### config.mk
export PLATFORM = sky130hd
export DESIGN_NAME = elapsed_ms_calendar_clock
export DESIGN_NICKNAME = d
export VERILOG_FILES = /design/src/emcc_pkg.sv /design/src/emcc_regs.sv /design/src/emcc_ctrl.sv /design/src/emcc_dp.sv /design/src/elapsed_ms_calendar_clock.sv
export SDC_FILE = /design/constraint.sdc
export NUM_CORES = 2
export LEC_CHECK = 0
export CAP_MARGIN = 15
export CELL_PAD_IN_SITES_DETAIL_PLACEMENT = 1
export CELL_PAD_IN_SITES_GLOBAL_PLACEMENT = 1
export CORE_UTILIZATION = 48
export DETAILED_ROUTE_END_ITERATION = 16
export DONT_BUFFER_PORTS = 1
export PLACE_DENSITY_LB_ADDON = 0.1
export RECOVER_POWER = 50
export SYNTH_ARGS = -nofsm -noshare
export SYNTH_HDL_FRONTEND = slang
export SYNTH_SLANG_ARGS = --single-unit
### constraint.sdc
create_clock -name clk -period 8.71 [get_ports clk]
set_input_delay 0.871 -clock clk [delete_from_list [all_inputs] [get_ports clk]]
set_output_delay 0.871 -clock clk [all_outputs]
set_load 0.03 [all_outputs]
### src/emcc_pkg.sv
package emcc_pkg;

    localparam int AddrW = 5;
    localparam int DataW = 32;

    // unit codes of an advance
    localparam logic [1:0] KIND_MS     = 2'd0;
    localparam logic [1:0] KIND_MINUTE = 2'd1;
    localparam logic [1:0] KIND_HOUR   = 2'd2;

    localparam logic [21:0] MsPerMinute = 22'd60000;
    localparam logic [21:0] MsPerHour   = 22'd3600000;

    // reciprocal constants: x / d == (x * Recip) >> Shift over the needed range
    localparam logic [28:0] Recip1000      = 29'd274877907;
    localparam int          Recip1000Shift = 38;
    localparam logic [23:0] Recip60        = 24'd8947849;
    localparam int          Recip60Shift   = 29;
    localparam logic [11:0] Recip24        = 12'd2731;
    localparam int          Recip24Shift   = 16;

    localparam logic [6:0] SecPerMin  = 7'd60;
    localparam logic [6:0] MinPerHour = 7'd60;
    localparam logic [6:0] HourPerDay = 7'd24;

    typedef enum logic [2:0] {
        REG_YEAR   = 3'd0,
        REG_MONTH  = 3'd1,
        REG_DAY    = 3'd2,
        REG_HOUR   = 3'd3,
        REG_MINUTE = 3'd4,
        REG_SECOND = 3'd5
    } reg_idx_t;

    typedef struct packed {
        logic [1:0]  kind;
        logic [31:0] amount;
    } req_t;

    typedef struct packed {
        logic [31:0] elapsed_ms;
        logic [5:0]  out_second;
        logic [5:0]  out_minute;
        logic [4:0]  out_hour;
        logic [4:0]  out_day;
        logic [3:0]  out_month;
        logic [15:0] out_year;
    } rsp_t;

    typedef struct packed {
        logic [15:0] year;
        logic [3:0]  month;
        logic [4:0]  day;
        logic [4:0]  hour;
        logic [5:0]  minute;
        logic [5:0]  second;
    } cfg_t;

    typedef enum logic [3:0] {
        CMD_IDLE,
        CMD_LOAD,
        CMD_ADD,
        CMD_DIV_MS,
        CMD_DIV_SEC,
        CMD_FOLD_SEC,
        CMD_DIV_MIN,
        CMD_FOLD_MIN,
        CMD_DIV_HOUR,
        CMD_FOLD_HOUR,
        CMD_WALK,
        CMD_EMIT
    } dp_cmd_t;

    typedef struct packed {
        logic walk_done;
    } dp_stat_t;

    // fixed month lengths, no leap years; an invalid month counts as 31 days
    function automatic logic [4:0] month_days(input logic [3:0] month);
        logic [4:0] days;
        case (month) inside
            4'd2:                   days = 5'd28;
            4'd4, 4'd6, 4'd9, 4'd11: days = 5'd30;
            default:                days = 5'd31;
        endcase
        return days;
    endfunction

endpackage

### src/emcc_regs.sv
module emcc_regs (
    input  logic                        clk,
    input  logic                        rst_n,
    input  logic                        psel,
    input  logic                        penable,
    input  logic                        pwrite,
    input  logic [emcc_pkg::AddrW-1:0]  paddr,
    input  logic [emcc_pkg::DataW-1:0]  pwdata,
    output logic [emcc_pkg::DataW-1:0]  prdata,
    output logic                        pready,
    output emcc_pkg::cfg_t              cfg,
    output logic                        cfg_clear
);
    import emcc_pkg::*;

    cfg_t     cfg_reg;
    reg_idx_t idx;
    logic     wr;
    logic     idx_ok;

    assign idx    = reg_idx_t'(paddr[AddrW-1:2]);
    assign wr     = psel && penable && pwrite;
    assign pready = 1'b1;
    assign cfg    = cfg_reg;

    always_comb
    begin
        prdata = '0;
        idx_ok = 1'b1;
        unique case (idx)
            REG_YEAR:   prdata = DataW'(cfg_reg.year);
            REG_MONTH:  prdata = DataW'(cfg_reg.month);
            REG_DAY:    prdata = DataW'(cfg_reg.day);
            REG_HOUR:   prdata = DataW'(cfg_reg.hour);
            REG_MINUTE: prdata = DataW'(cfg_reg.minute);
            REG_SECOND: prdata = DataW'(cfg_reg.second);
            default:    idx_ok = 1'b0;
        endcase
    end

    // any origin write restarts the elapsed count
    assign cfg_clear = wr && idx_ok;

    always_ff @(posedge clk or negedge rst_n)
    begin
        if (!rst_n)
        begin
            cfg_reg.year   <= 16'd2026;
            cfg_reg.month  <= 4'd1;
            cfg_reg.day    <= 5'd1;
            cfg_reg.hour   <= '0;
            cfg_reg.minute <= '0;
            cfg_reg.second <= '0;
        end
        else if (wr)
        begin
            unique case (idx)
                REG_YEAR:   cfg_reg.year   <= pwdata[15:0];
                REG_MONTH:  cfg_reg.month  <= pwdata[3:0];
                REG_DAY:    cfg_reg.day    <= pwdata[4:0];
                REG_HOUR:   cfg_reg.hour   <= pwdata[4:0];
                REG_MINUTE: cfg_reg.minute <= pwdata[5:0];
                REG_SECOND: cfg_reg.second <= pwdata[5:0];
                default:    ;
            endcase
        end
    end

endmodule

### src/emcc_ctrl.sv
module emcc_ctrl (
    input  logic               clk,
    input  logic               rst_n,
    input  logic               req_valid,
    output logic               req_stall,
    output logic               rsp_valid,
    input  logic               rsp_stall,
    input  emcc_pkg::dp_stat_t stat,
    output emcc_pkg::dp_cmd_t  cmd
);
    import emcc_pkg::*;

    typedef enum logic [3:0] {
        S_IDLE,
        S_ADD,
        S_DIV_MS,
        S_DIV_SEC,
        S_FOLD_SEC,
        S_DIV_MIN,
        S_FOLD_MIN,
        S_DIV_HOUR,
        S_FOLD_HOUR,
        S_WALK
    } state_t;

    state_t state_reg;
    state_t state_next;
    logic   rsp_valid_reg;
    logic   rsp_valid_next;

    assign req_stall = (state_reg != S_IDLE);
    assign rsp_valid = rsp_valid_reg;

    always_comb
    begin
        state_next = state_reg;
        cmd        = CMD_IDLE;
        unique case (state_reg)
            S_IDLE:
            begin
                if (req_valid)
                begin
                    cmd        = CMD_LOAD;
                    state_next = S_ADD;
                end
            end
            S_ADD:
            begin
                cmd        = CMD_ADD;
                state_next = S_DIV_MS;
            end
            S_DIV_MS:
            begin
                cmd        = CMD_DIV_MS;
                state_next = S_DIV_SEC;
            end
            S_DIV_SEC:
            begin
                cmd        = CMD_DIV_SEC;
                state_next = S_FOLD_SEC;
            end
            S_FOLD_SEC:
            begin
                cmd        = CMD_FOLD_SEC;
                state_next = S_DIV_MIN;
            end
            S_DIV_MIN:
            begin
                cmd        = CMD_DIV_MIN;
                state_next = S_FOLD_MIN;
            end
            S_FOLD_MIN:
            begin
                cmd        = CMD_FOLD_MIN;
                state_next = S_DIV_HOUR;
            end
            S_DIV_HOUR:
            begin
                cmd        = CMD_DIV_HOUR;
                state_next = S_FOLD_HOUR;
            end
            S_FOLD_HOUR:
            begin
                cmd        = CMD_FOLD_HOUR;
                state_next = S_WALK;
            end
            S_WALK:
            begin
                if (!stat.walk_done)
                    cmd = CMD_WALK;
                else if (!rsp_valid_reg || !rsp_stall)
                begin
                    // output register is free or drains this cycle
                    cmd        = CMD_EMIT;
                    state_next = S_IDLE;
                end
            end
            default:
                state_next = S_IDLE;
        endcase
    end

    always_comb
    begin
        rsp_valid_next = rsp_valid_reg;
        if (cmd == CMD_EMIT)
            rsp_valid_next = 1'b1;
        else if (rsp_valid_reg && !rsp_stall)
            rsp_valid_next = 1'b0;
    end

    always_ff @(posedge clk or negedge rst_n)
    begin
        if (!rst_n)
        begin
            state_reg     <= S_IDLE;
            rsp_valid_reg <= 1'b0;
        end
        else
        begin
            state_reg     <= state_next;
            rsp_valid_reg <= rsp_valid_next;
        end
    end

endmodule

### src/emcc_dp.sv
module emcc_dp (
    input  logic               clk,
    input  logic               rst_n,
    input  emcc_pkg::dp_cmd_t  cmd,
    input  emcc_pkg::req_t     req,
    input  emcc_pkg::cfg_t     cfg,
    input  logic               cfg_clear,
    output emcc_pkg::dp_stat_t stat,
    output emcc_pkg::rsp_t     rsp
);
    import emcc_pkg::*;

    typedef struct packed {
        logic [1:0] carry;
        logic [6:0] val;
    } fold_t;

    // reduce v below radix; v stays under three times radix
    function automatic fold_t fold(input logic [6:0] v, input logic [6:0] radix);
        fold_t      f;
        logic [6:0] twice;
        twice = 7'(radix << 1);
        if (v >= twice)
        begin
            f.carry = 2'd2;
            f.val   = v - twice;
        end
        else if (v >= radix)
        begin
            f.carry = 2'd1;
            f.val   = v - radix;
        end
        else
        begin
            f.carry = 2'd0;
            f.val   = v;
        end
        return f;
    endfunction

    logic [31:0] elapsed_reg;
    logic [31:0] addend_reg;
    logic [60:0] prod_reg;
    logic [22:0] num_reg;
    logic [5:0]  sec_reg;
    logic [5:0]  min_reg;
    logic [4:0]  hour_reg;
    logic [6:0]  day_reg;
    logic [3:0]  month_reg;
    logic [15:0] year_reg;
    rsp_t        rsp_reg;

    // scaling of the advance
    logic [21:0] scale;
    logic [53:0] scale_prod;
    logic [31:0] addend_next;

    // shared reciprocal multiplier
    logic [31:0] mul_a;
    logic [28:0] mul_b;
    logic [60:0] prod_next;

    logic [22:0] tsec;
    logic [16:0] q_sec;
    logic [10:0] q_min;
    logic [5:0]  q_hour;
    logic [22:0] sec_low;
    logic [16:0] min_low;
    logic [10:0] hour_low;
    fold_t       sec_fold;
    fold_t       min_fold;
    fold_t       hour_fold;
    logic [4:0]  dim;

    assign scale      = (req.kind == KIND_HOUR) ? MsPerHour : MsPerMinute;
    assign scale_prod = req.amount * scale;

    always_comb
    begin
        case (req.kind)
            KIND_MS:     addend_next = req.amount;
            KIND_MINUTE: addend_next = scale_prod[31:0];
            KIND_HOUR:   addend_next = scale_prod[31:0];
            default:     addend_next = '0;
        endcase
    end

    assign tsec   = prod_reg[Recip1000Shift +: 23];
    assign q_sec  = prod_reg[Recip60Shift +: 17];
    assign q_min  = prod_reg[Recip60Shift +: 11];
    assign q_hour = prod_reg[Recip24Shift +: 6];

    always_comb
    begin
        mul_a = '0;
        mul_b = '0;
        case (cmd)
            CMD_DIV_MS:
            begin
                mul_a = elapsed_reg;
                mul_b = Recip1000;
            end
            CMD_DIV_SEC:
            begin
                mul_a = 32'(tsec);
                mul_b = 29'(Recip60);
            end
            CMD_DIV_MIN:
            begin
                mul_a = 32'(num_reg[16:0]);
                mul_b = 29'(Recip60);
            end
            CMD_DIV_HOUR:
            begin
                mul_a = 32'(num_reg[10:0]);
                mul_b = 29'(Recip24);
            end
            default:
            begin
                mul_a = '0;
                mul_b = '0;
            end
        endcase
    end

    assign prod_next = mul_a * mul_b;

    // remainders from the registered quotients
    assign sec_low  = num_reg - 23'(q_sec) * 23'(SecPerMin);
    assign min_low  = num_reg[16:0] - 17'(q_min) * 17'(MinPerHour);
    assign hour_low = num_reg[10:0] - 11'(q_hour) * 11'(HourPerDay);

    assign sec_fold  = fold(7'(cfg.second) + 7'(sec_low[5:0]), SecPerMin);
    assign min_fold  = fold(7'(cfg.minute) + 7'(min_low[5:0]), MinPerHour);
    assign hour_fold = fold(7'(cfg.hour) + 7'(hour_low[4:0]), HourPerDay);

    assign dim            = month_days(month_reg);
    assign stat.walk_done = (day_reg <= 7'(dim));
    assign rsp            = rsp_reg;

    always_ff @(posedge clk or negedge rst_n)
    begin
        if (!rst_n)
            elapsed_reg <= '0;
        else if (cfg_clear)
            elapsed_reg <= '0;
        else if (cmd == CMD_ADD)
            elapsed_reg <= elapsed_reg + addend_reg;
    end

    always_ff @(posedge clk)
    begin
        case (cmd)
            CMD_LOAD:
                addend_reg <= addend_next;
            CMD_DIV_MS, CMD_DIV_MIN, CMD_DIV_HOUR:
                prod_reg <= prod_next;
            CMD_DIV_SEC:
            begin
                num_reg  <= tsec;
                prod_reg <= prod_next;
            end
            CMD_FOLD_SEC:
            begin
                sec_reg <= sec_fold.val[5:0];
                num_reg <= 23'(q_sec) + 23'(sec_fold.carry);
            end
            CMD_FOLD_MIN:
            begin
                min_reg <= min_fold.val[5:0];
                num_reg <= 23'(q_min) + 23'(min_fold.carry);
            end
            CMD_FOLD_HOUR:
            begin
                hour_reg  <= hour_fold.val[4:0];
                day_reg   <= 7'(cfg.day) + 7'(q_hour) + 7'(hour_fold.carry);
                month_reg <= cfg.month;
                year_reg  <= cfg.year;
            end
            CMD_WALK:
            begin
                day_reg <= day_reg - 7'(dim);
                // december and invalid months above it roll into a new year
                if (month_reg >= 4'd12)
                begin
                    month_reg <= 4'd1;
                    year_reg  <= year_reg + 16'd1;
                end
                else
                    month_reg <= month_reg + 4'd1;
            end
            CMD_EMIT:
            begin
                rsp_reg.elapsed_ms <= elapsed_reg;
                rsp_reg.out_second <= sec_reg;
                rsp_reg.out_minute <= min_reg;
                rsp_reg.out_hour   <= hour_reg;
                rsp_reg.out_day    <= day_reg[4:0];
                rsp_reg.out_month  <= month_reg;
                rsp_reg.out_year   <= year_reg;
            end
            default:
                ;
        endcase
    end

    a_clear_zeroes: assert property (@(posedge clk) disable iff (!rst_n)
        cfg_clear |=> elapsed_reg == '0)
        else $error("elapsed count not cleared by origin write");

    a_walk_needed: assert property (@(posedge clk) disable iff (!rst_n)
        cmd == CMD_WALK |-> !stat.walk_done)
        else $error("month step taken with day inside the month");

    a_emit_done: assert property (@(posedge clk) disable iff (!rst_n)
        cmd == CMD_EMIT |-> stat.walk_done)
        else $error("word emitted before the month walk finished");

    a_fold_range: assert property (@(posedge clk) disable iff (!rst_n)
        cmd == CMD_FOLD_HOUR |=>
            (sec_reg < 6'd60) && (min_reg < 6'd60) && (hour_reg < 5'd24))
        else $error("time of day out of range after carry cascade");

endmodule

### src/elapsed_ms_calendar_clock.sv
// elapsed millisecond counter with a calendar view of origin plus elapsed time
//
// req channel: req_valid/req_stall carry one word {kind, amount}. kind selects
// milliseconds, minutes or hours (other codes add nothing); amount zero reads.
// rsp channel: rsp_valid/rsp_stall carry one word per request: the wrapped
// millisecond count and second, minute, hour, day, month, year.
// config: apb-style write of the origin fields at 4*index; any origin write
// restarts the elapsed count at zero. pready is always high.
//
// the carry cascade runs through one shared reciprocal multiplier, so one
// request is in flight at a time: a new word is taken only once the last
// one has been emitted. the month walk steps one month per cycle.
// the response sits in an output register; a stall there holds it, and the
// next request is still accepted and worked up to its final step.
// reset: count zero, origin 2026-01-01 00:00:00, no response pending.
module elapsed_ms_calendar_clock (
    input  logic                        clk,
    input  logic                        rst_n,
    input  logic                        req_valid,
    output logic                        req_stall,
    input  emcc_pkg::req_t              req,
    output logic                        rsp_valid,
    input  logic                        rsp_stall,
    output emcc_pkg::rsp_t              rsp,
    input  logic                        psel,
    input  logic                        penable,
    input  logic                        pwrite,
    input  logic [emcc_pkg::AddrW-1:0]  paddr,
    input  logic [emcc_pkg::DataW-1:0]  pwdata,
    output logic [emcc_pkg::DataW-1:0]  prdata,
    output logic                        pready
);
    import emcc_pkg::*;

    cfg_t     cfg;
    logic     cfg_clear;
    dp_cmd_t  cmd;
    dp_stat_t stat;

    emcc_regs u_regs (
        .clk       (clk),
        .rst_n     (rst_n),
        .psel      (psel),
        .penable   (penable),
        .pwrite    (pwrite),
        .paddr     (paddr),
        .pwdata    (pwdata),
        .prdata    (prdata),
        .pready    (pready),
        .cfg       (cfg),
        .cfg_clear (cfg_clear)
    );

    emcc_ctrl u_ctrl (
        .clk       (clk),
        .rst_n     (rst_n),
        .req_valid (req_valid),
        .req_stall (req_stall),
        .rsp_valid (rsp_valid),
        .rsp_stall (rsp_stall),
        .stat      (stat),
        .cmd       (cmd)
    );

    emcc_dp u_dp (
        .clk       (clk),
        .rst_n     (rst_n),
        .cmd       (cmd),
        .req       (req),
        .cfg       (cfg),
        .cfg_clear (cfg_clear),
        .stat      (stat),
        .rsp       (rsp)
    );

endmodule
==> flow_summary.html <==
<table>
<tr><th>Metric</th><th>Value</th></tr>
<tr><th colspan="2">Floorplanning</th></tr>
<tr><td>Standard-cell row count</td><td>110</td></tr>
<tr><td>Core area</td><td>between 90000 and 100000 µm²</td></tr>
<tr><td>Boundary Pins</td><td>187</td></tr>
<tr><td>Starting utilization of the core area</td><td>between 40 and 50%</td></tr>
<tr><td>Die span in y</td><td>between 300 and 400 µm</td></tr>
<tr><td>Area of the die</td><td>about 90000 µm²</td></tr>
<tr><td>Die Span X</td><td>approximately 300 µm</td></tr>
<tr><th colspan="2">Global route</th></tr>
<tr><td>Vias in the first global route</td><td>roughly 35000</td></tr>
<tr><td>Largest net degree at the start of global routing</td><td>76</td></tr>
<tr><td>Number of antenna violations at the first check in global routing</td><td>2</td></tr>
<tr><td>Global Route Usage Sum</td><td>between 20% and 30%</td></tr>
<tr><td>Global-route wire length before repair</td><td>207700 µm</td></tr>
<tr><td>Aggregate global routing overflow</td><td>0</td></tr>
<tr><th colspan="2">STA</th></tr>
<tr><td>Final Critical Period</td><td>8.522 ns</td></tr>
<tr><td>Worst slew pin tran</td><td>approximately 4 ns</td></tr>
<tr><td>Fin. max-slew vios</td><td>99</td></tr>
<tr><td># setup viols final</td><td>0</td></tr>
<tr><td>Worst-case headroom to the max-slew limit</td><td>-164.7%</td></tr>
<tr><td>Setup repair after global routing missed its margin</td><td>yes</td></tr>
<tr><td>Final-report hold violation count</td><td>0</td></tr>
<tr><td>Final worst path period share</td><td>just under 100%</td></tr>
<tr><td>Setup clock skew after layout</td><td>slightly above 0.02 ns</td></tr>
<tr><td>Minimum hold slack</td><td>0.1457 ns</td></tr>
<tr><td>Peak Freq</td><td>around 120 MHz</td></tr>
<tr><th colspan="2">Placed design</th></tr>
<tr><td>Post-DP HPWL</td><td>115500 µm</td></tr>
<tr><td>Routability congestion estimate from global placement</td><td>roughly 1</td></tr>
<tr><td>Port Buffer Count</td><td>0</td></tr>
<tr><th colspan="2">Critical path</th></tr>
<tr><td>Type of the worst setup path</td><td>register to register</td></tr>
<tr><td>Worst reg-to-reg setup slack</td><td>0.19 ns</td></tr>
<tr><td>Crit path capture type</td><td>register</td></tr>
<tr><td>Maximum fanout count along the critical path</td><td>8</td></tr>
<tr><td>Slowest cell on crit path</td><td>sky130_fd_sc_hd__fa_1</td></tr>
<tr><td>Capture point of the worst reg-to-reg path</td><td>u_dp.prod_reg[53]</td></tr>
<tr><td>R2r worst-path depth</td><td>29</td></tr>
<tr><td>Critical path data arrival time</td><td>approximately 9 ns</td></tr>
<tr><td>Required time worst endpoint</td><td>roughly 9 ns</td></tr>
<tr><td>Startpoint Class</td><td>register</td></tr>
<tr><td>R2R Path Start</td><td>u_ctrl.state_reg[2]</td></tr>
<tr><td>CP Capture Point</td><td>u_dp.prod_reg[53]</td></tr>
<tr><td>Cell repeated most along the worst path</td><td>sky130_fd_sc_hd__fa_1</td></tr>
<tr><td>Slowest cell delay on critical path</td><td>around 0.55 ns</td></tr>
<tr><td>Worst setup startpoint</td><td>u_ctrl.state_reg[2]</td></tr>
<tr><th colspan="2">Synth</th></tr>
<tr><td>Number of enable flip-flop cells after synthesis</td><td>205</td></tr>
<tr><td>Post-Synthesis Cell Area</td><td>about 44000 µm²</td></tr>
<tr><td>Library cell with the highest instance count after synthesis</td><td>sky130_fd_sc_hd__inv_1</td></tr>
<tr><td>Seq/Total Area, Yosys</td><td>a little under a fifth</td></tr>
<tr><td>Leading post-synthesis cells by cell area</td><td>sky130_fd_sc_hd__fa_1 31%, sky130_fd_sc_hd__ha_1 20%, sky130_fd_sc_hd__edfxtp_1 14%</td></tr>
<tr><td>Most common library cells after synthesis</td><td>1171 x sky130_fd_sc_hd__inv_1, 697 x sky130_fd_sc_hd__ha_1, 671 x sky130_fd_sc_hd__fa_1</td></tr>
<tr><td>Cell count after synthesis</td><td>around 4300</td></tr>
<tr><td>Yosys top cell area share</td><td>a little under a third</td></tr>
<tr><td>Count of yosys warnings during synthesis</td><td>0</td></tr>
<tr><td>Post-synthesis average cell area</td><td>10.13 µm²</td></tr>
<tr><td>Proportion of synthesized flip-flops having asynchronous set or reset</td><td>27.82%</td></tr>
<tr><td>Number of distinct library cells after synthesis</td><td>80</td></tr>
<tr><td>Most used flip-flop cell after synthesis</td><td>sky130_fd_sc_hd__edfxtp_1</td></tr>
<tr><td>Post-synthesis register bit count</td><td>approximately 280</td></tr>
<tr><td>Largest area contributor in the netlist</td><td>sky130_fd_sc_hd__fa_1</td></tr>
<tr><th colspan="2">Cells and area</th></tr>
<tr><td>Total Nets Final</td><td>roughly 6000</td></tr>
<tr><td>Layout fillers</td><td>around 10000</td></tr>
<tr><td>Max reg flops</td><td>74</td></tr>
<tr><td>Layout overhead on the synthesized area</td><td>11.78%</td></tr>
<tr><td>Finished Core Util</td><td>a little over half</td></tr>
<tr><td>Share of final-layout standard cells stronger than drive strength 1</td><td>10.70%</td></tr>
<tr><th colspan="2">Clock tree</th></tr>
<tr><td>Clock root buffer master</td><td>sky130_fd_sc_hd__clkbuf_16</td></tr>
<tr><td>Number of clock sinks seen by CTS</td><td>approximately 280</td></tr>
<tr><td>Number of buffers on the longest clock path</td><td>3</td></tr>
<tr><td>Clock transition at path regs</td><td>approximately 0.060 ns</td></tr>
<tr><td>Insertion delay to the later sink of the worst-skew pair</td><td>between 0.5 and 0.6 ns</td></tr>
<tr><td>Level count of the clock H-tree</td><td>2</td></tr>
<tr><td>Num CTS Buffers</td><td>35</td></tr>
<tr><td>TritonCTS clock tree</td><td>built</td></tr>
<tr><th colspan="2">Run status</th></tr>
<tr><td>Outcome</td><td>finished with violations</td></tr>
<tr><td>Failing checks</td><td>max-capacitance violations, max-slew violations</td></tr>
<tr><th colspan="2">Routing</th></tr>
<tr><td>Number of search-and-repair iterations in the first detailed-routing pass</td><td>5</td></tr>
<tr><td>Routed Antenna Nets</td><td>0</td></tr>
<tr><td>Detailed-route vias per instance</td><td>~5.3</td></tr>
<tr><td>Avg WL per Cell</td><td>22.80 µm</td></tr>
<tr><td>Initial drt markers</td><td>around 1500</td></tr>
<tr><td>Final routed DRC violation total</td><td>0</td></tr>
<tr><td>Detailed-route via count</td><td>roughly 31000</td></tr>
<tr><td>Aggregate routed wire length</td><td>roughly 130000 µm</td></tr>
<tr><th colspan="2">Hold path</th></tr>
<tr><td>Path type of the worst min-delay path</td><td>primary input to asynchronous set/reset pin</td></tr>
<tr><th colspan="2">Run</th></tr>
<tr><td>Number of violations of the max-capacitance limit</td><td>2</td></tr>
</table>
cells in the final DEF, fill, tap and decap left out, types with 49 or more instances in the layout:
| cell type | Yosys | routed |
|---|---|---|
| sky130_fd_sc_hd__and2_1 | 65 | 58 |
| sky130_fd_sc_hd__dfrtp_1 | 69 | 68 |
| sky130_fd_sc_hd__a21oi_1 | 178 | 174 |
| sky130_fd_sc_hd__buf_4 | 19 | 224 |
| sky130_fd_sc_hd__o21ai_0 | 102 | 99 |
| sky130_fd_sc_hd__ha_1 | 697 | 690 |
| sky130_fd_sc_hd__edfxtp_1 | 205 | 205 |
| sky130_fd_sc_hd__conb_1 | 2 | 95 |
| sky130_fd_sc_hd__a21o_1 | 53 | 52 |
| sky130_fd_sc_hd__nor2_1 | 133 | 123 |
| sky130_fd_sc_hd__xnor2_1 | 110 | 110 |
| sky130_fd_sc_hd__inv_1 | 1171 | 1150 |
| sky130_fd_sc_hd__fa_1 | 671 | 653 |
| sky130_fd_sc_hd__nand2_1 | 228 | 213 |
| sky130_fd_sc_hd__nand3_1 | 50 | 49 |
timing repair:
| action | 4_1_cts | 5_1_grt |
|---|---|---|
| hold buffers | 2 | 0 |
| buffers inserted | 11 | 8 |
| pin swaps | 26 | 59 |
| resized for setup | 42 | 91 |
| setup endpoints to repair | 15 | 26 |
| endpoints found under the hold margin | 65 | 0 |
| gates cloned | 1 | 0 |
worst min path at each step:
stage | from | endpoint | slack (ns) | cells after the start
6_report | rst_n | u_regs.cfg[17] | 0.15 | 0
5_1_grt | rst_n | u_regs.cfg[17] | 0.13 | 0
4_1_cts | rst_n | u_regs.cfg[36] | 0.12 | 0
3_5_place_dp | u_dp.hour_reg[2] | u_dp.rsp[27] | 0.41 | 0
3_3_place_gp | u_dp.hour_reg[3] | u_dp.rsp[28] | 0.40 | 0
2_1_floorplan | u_dp.hour_reg[0] | u_dp.rsp[25] | 0.40 | 0
cells by family (layout without fill, tap and decap cells):
| kind of cell | Yosys count | in the layout | share of synthesized area [%] |
|---|---|---|---|
| AOI/OAI and AO/OA | 511 | 511 | 7.519 |
| xor gates and xnor gates | 159 | 159 | 3.185 |
| adders and majority gates | 1368 | 1368 | 50.68 |
| buffers and inverters | 1261 | 1500 | 11.00 |
| DFF | 284 | 284 | 18.63 |
| muxes | 58 | 58 | 1.454 |
| other | 2 | 100 | 0.01718 |
| and+or+nand+nor | 671 | 671 | 7.522 |
critical path, delay by kind of cell (launching register included):
family,cells,cell delay [ns]
AO/OA/AOI/OAI,5,1.41
flip-flops,1,0.40
buffers and inverters,7,0.68
AND/OR/NAND/NOR,7,1.32
adder cells (fa/ha/maj),9,4.32
multiplexers,1,0.13
per-layer routing:
metal  vias to the layer above  wire, µm  track usage (%)
li1                      14180         -                -
met4                         0      5523            10.32
met1                     15950     58800            40.11
met3                       189      4564            2.403
met2                       566     63950            51.06
met5                         -         0                0
cell type report:
| cell class | instances | area, µm² | share of cell area (%) |
|---|---|---|---|
| Tap cell | 1176 | 1471 | 3.011 |
| Inverter | 1171 | 4412 | 9.028 |
| Clock buffer | 43 | 935.9 | 1.915 |
| Sequential cell | 284 | 8147 | 16.67 |
| Timing Repair Buffer | 266 | 2102 | 4.302 |
| Clock inverter | 20 | 247.7 | 0.5070 |
| Multi-Input combinational cell | 2862 | 31540 | 64.54 |
| Antenna cell | 5 | 12.51 | 0.02560 |
stage by stage:
step	worst slack, ns	TNS (ns)	instances	cell area [µm²]
after floorplan	0.06365	0	4407	44070
after global placement	-0.07435	-0.1143	5739	47090
after detailed placement	-0.2769	-1.917	5739	47090
after CTS	0.007898	0	5816	48610
after global routing	-0.1399	-0.7975	5824	48860
final	0.1878	0	5827	48870
Power is left out: the tool's default activity adds up to more than one toggle a clock period on the data nets, which glitch-free logic cannot reach.
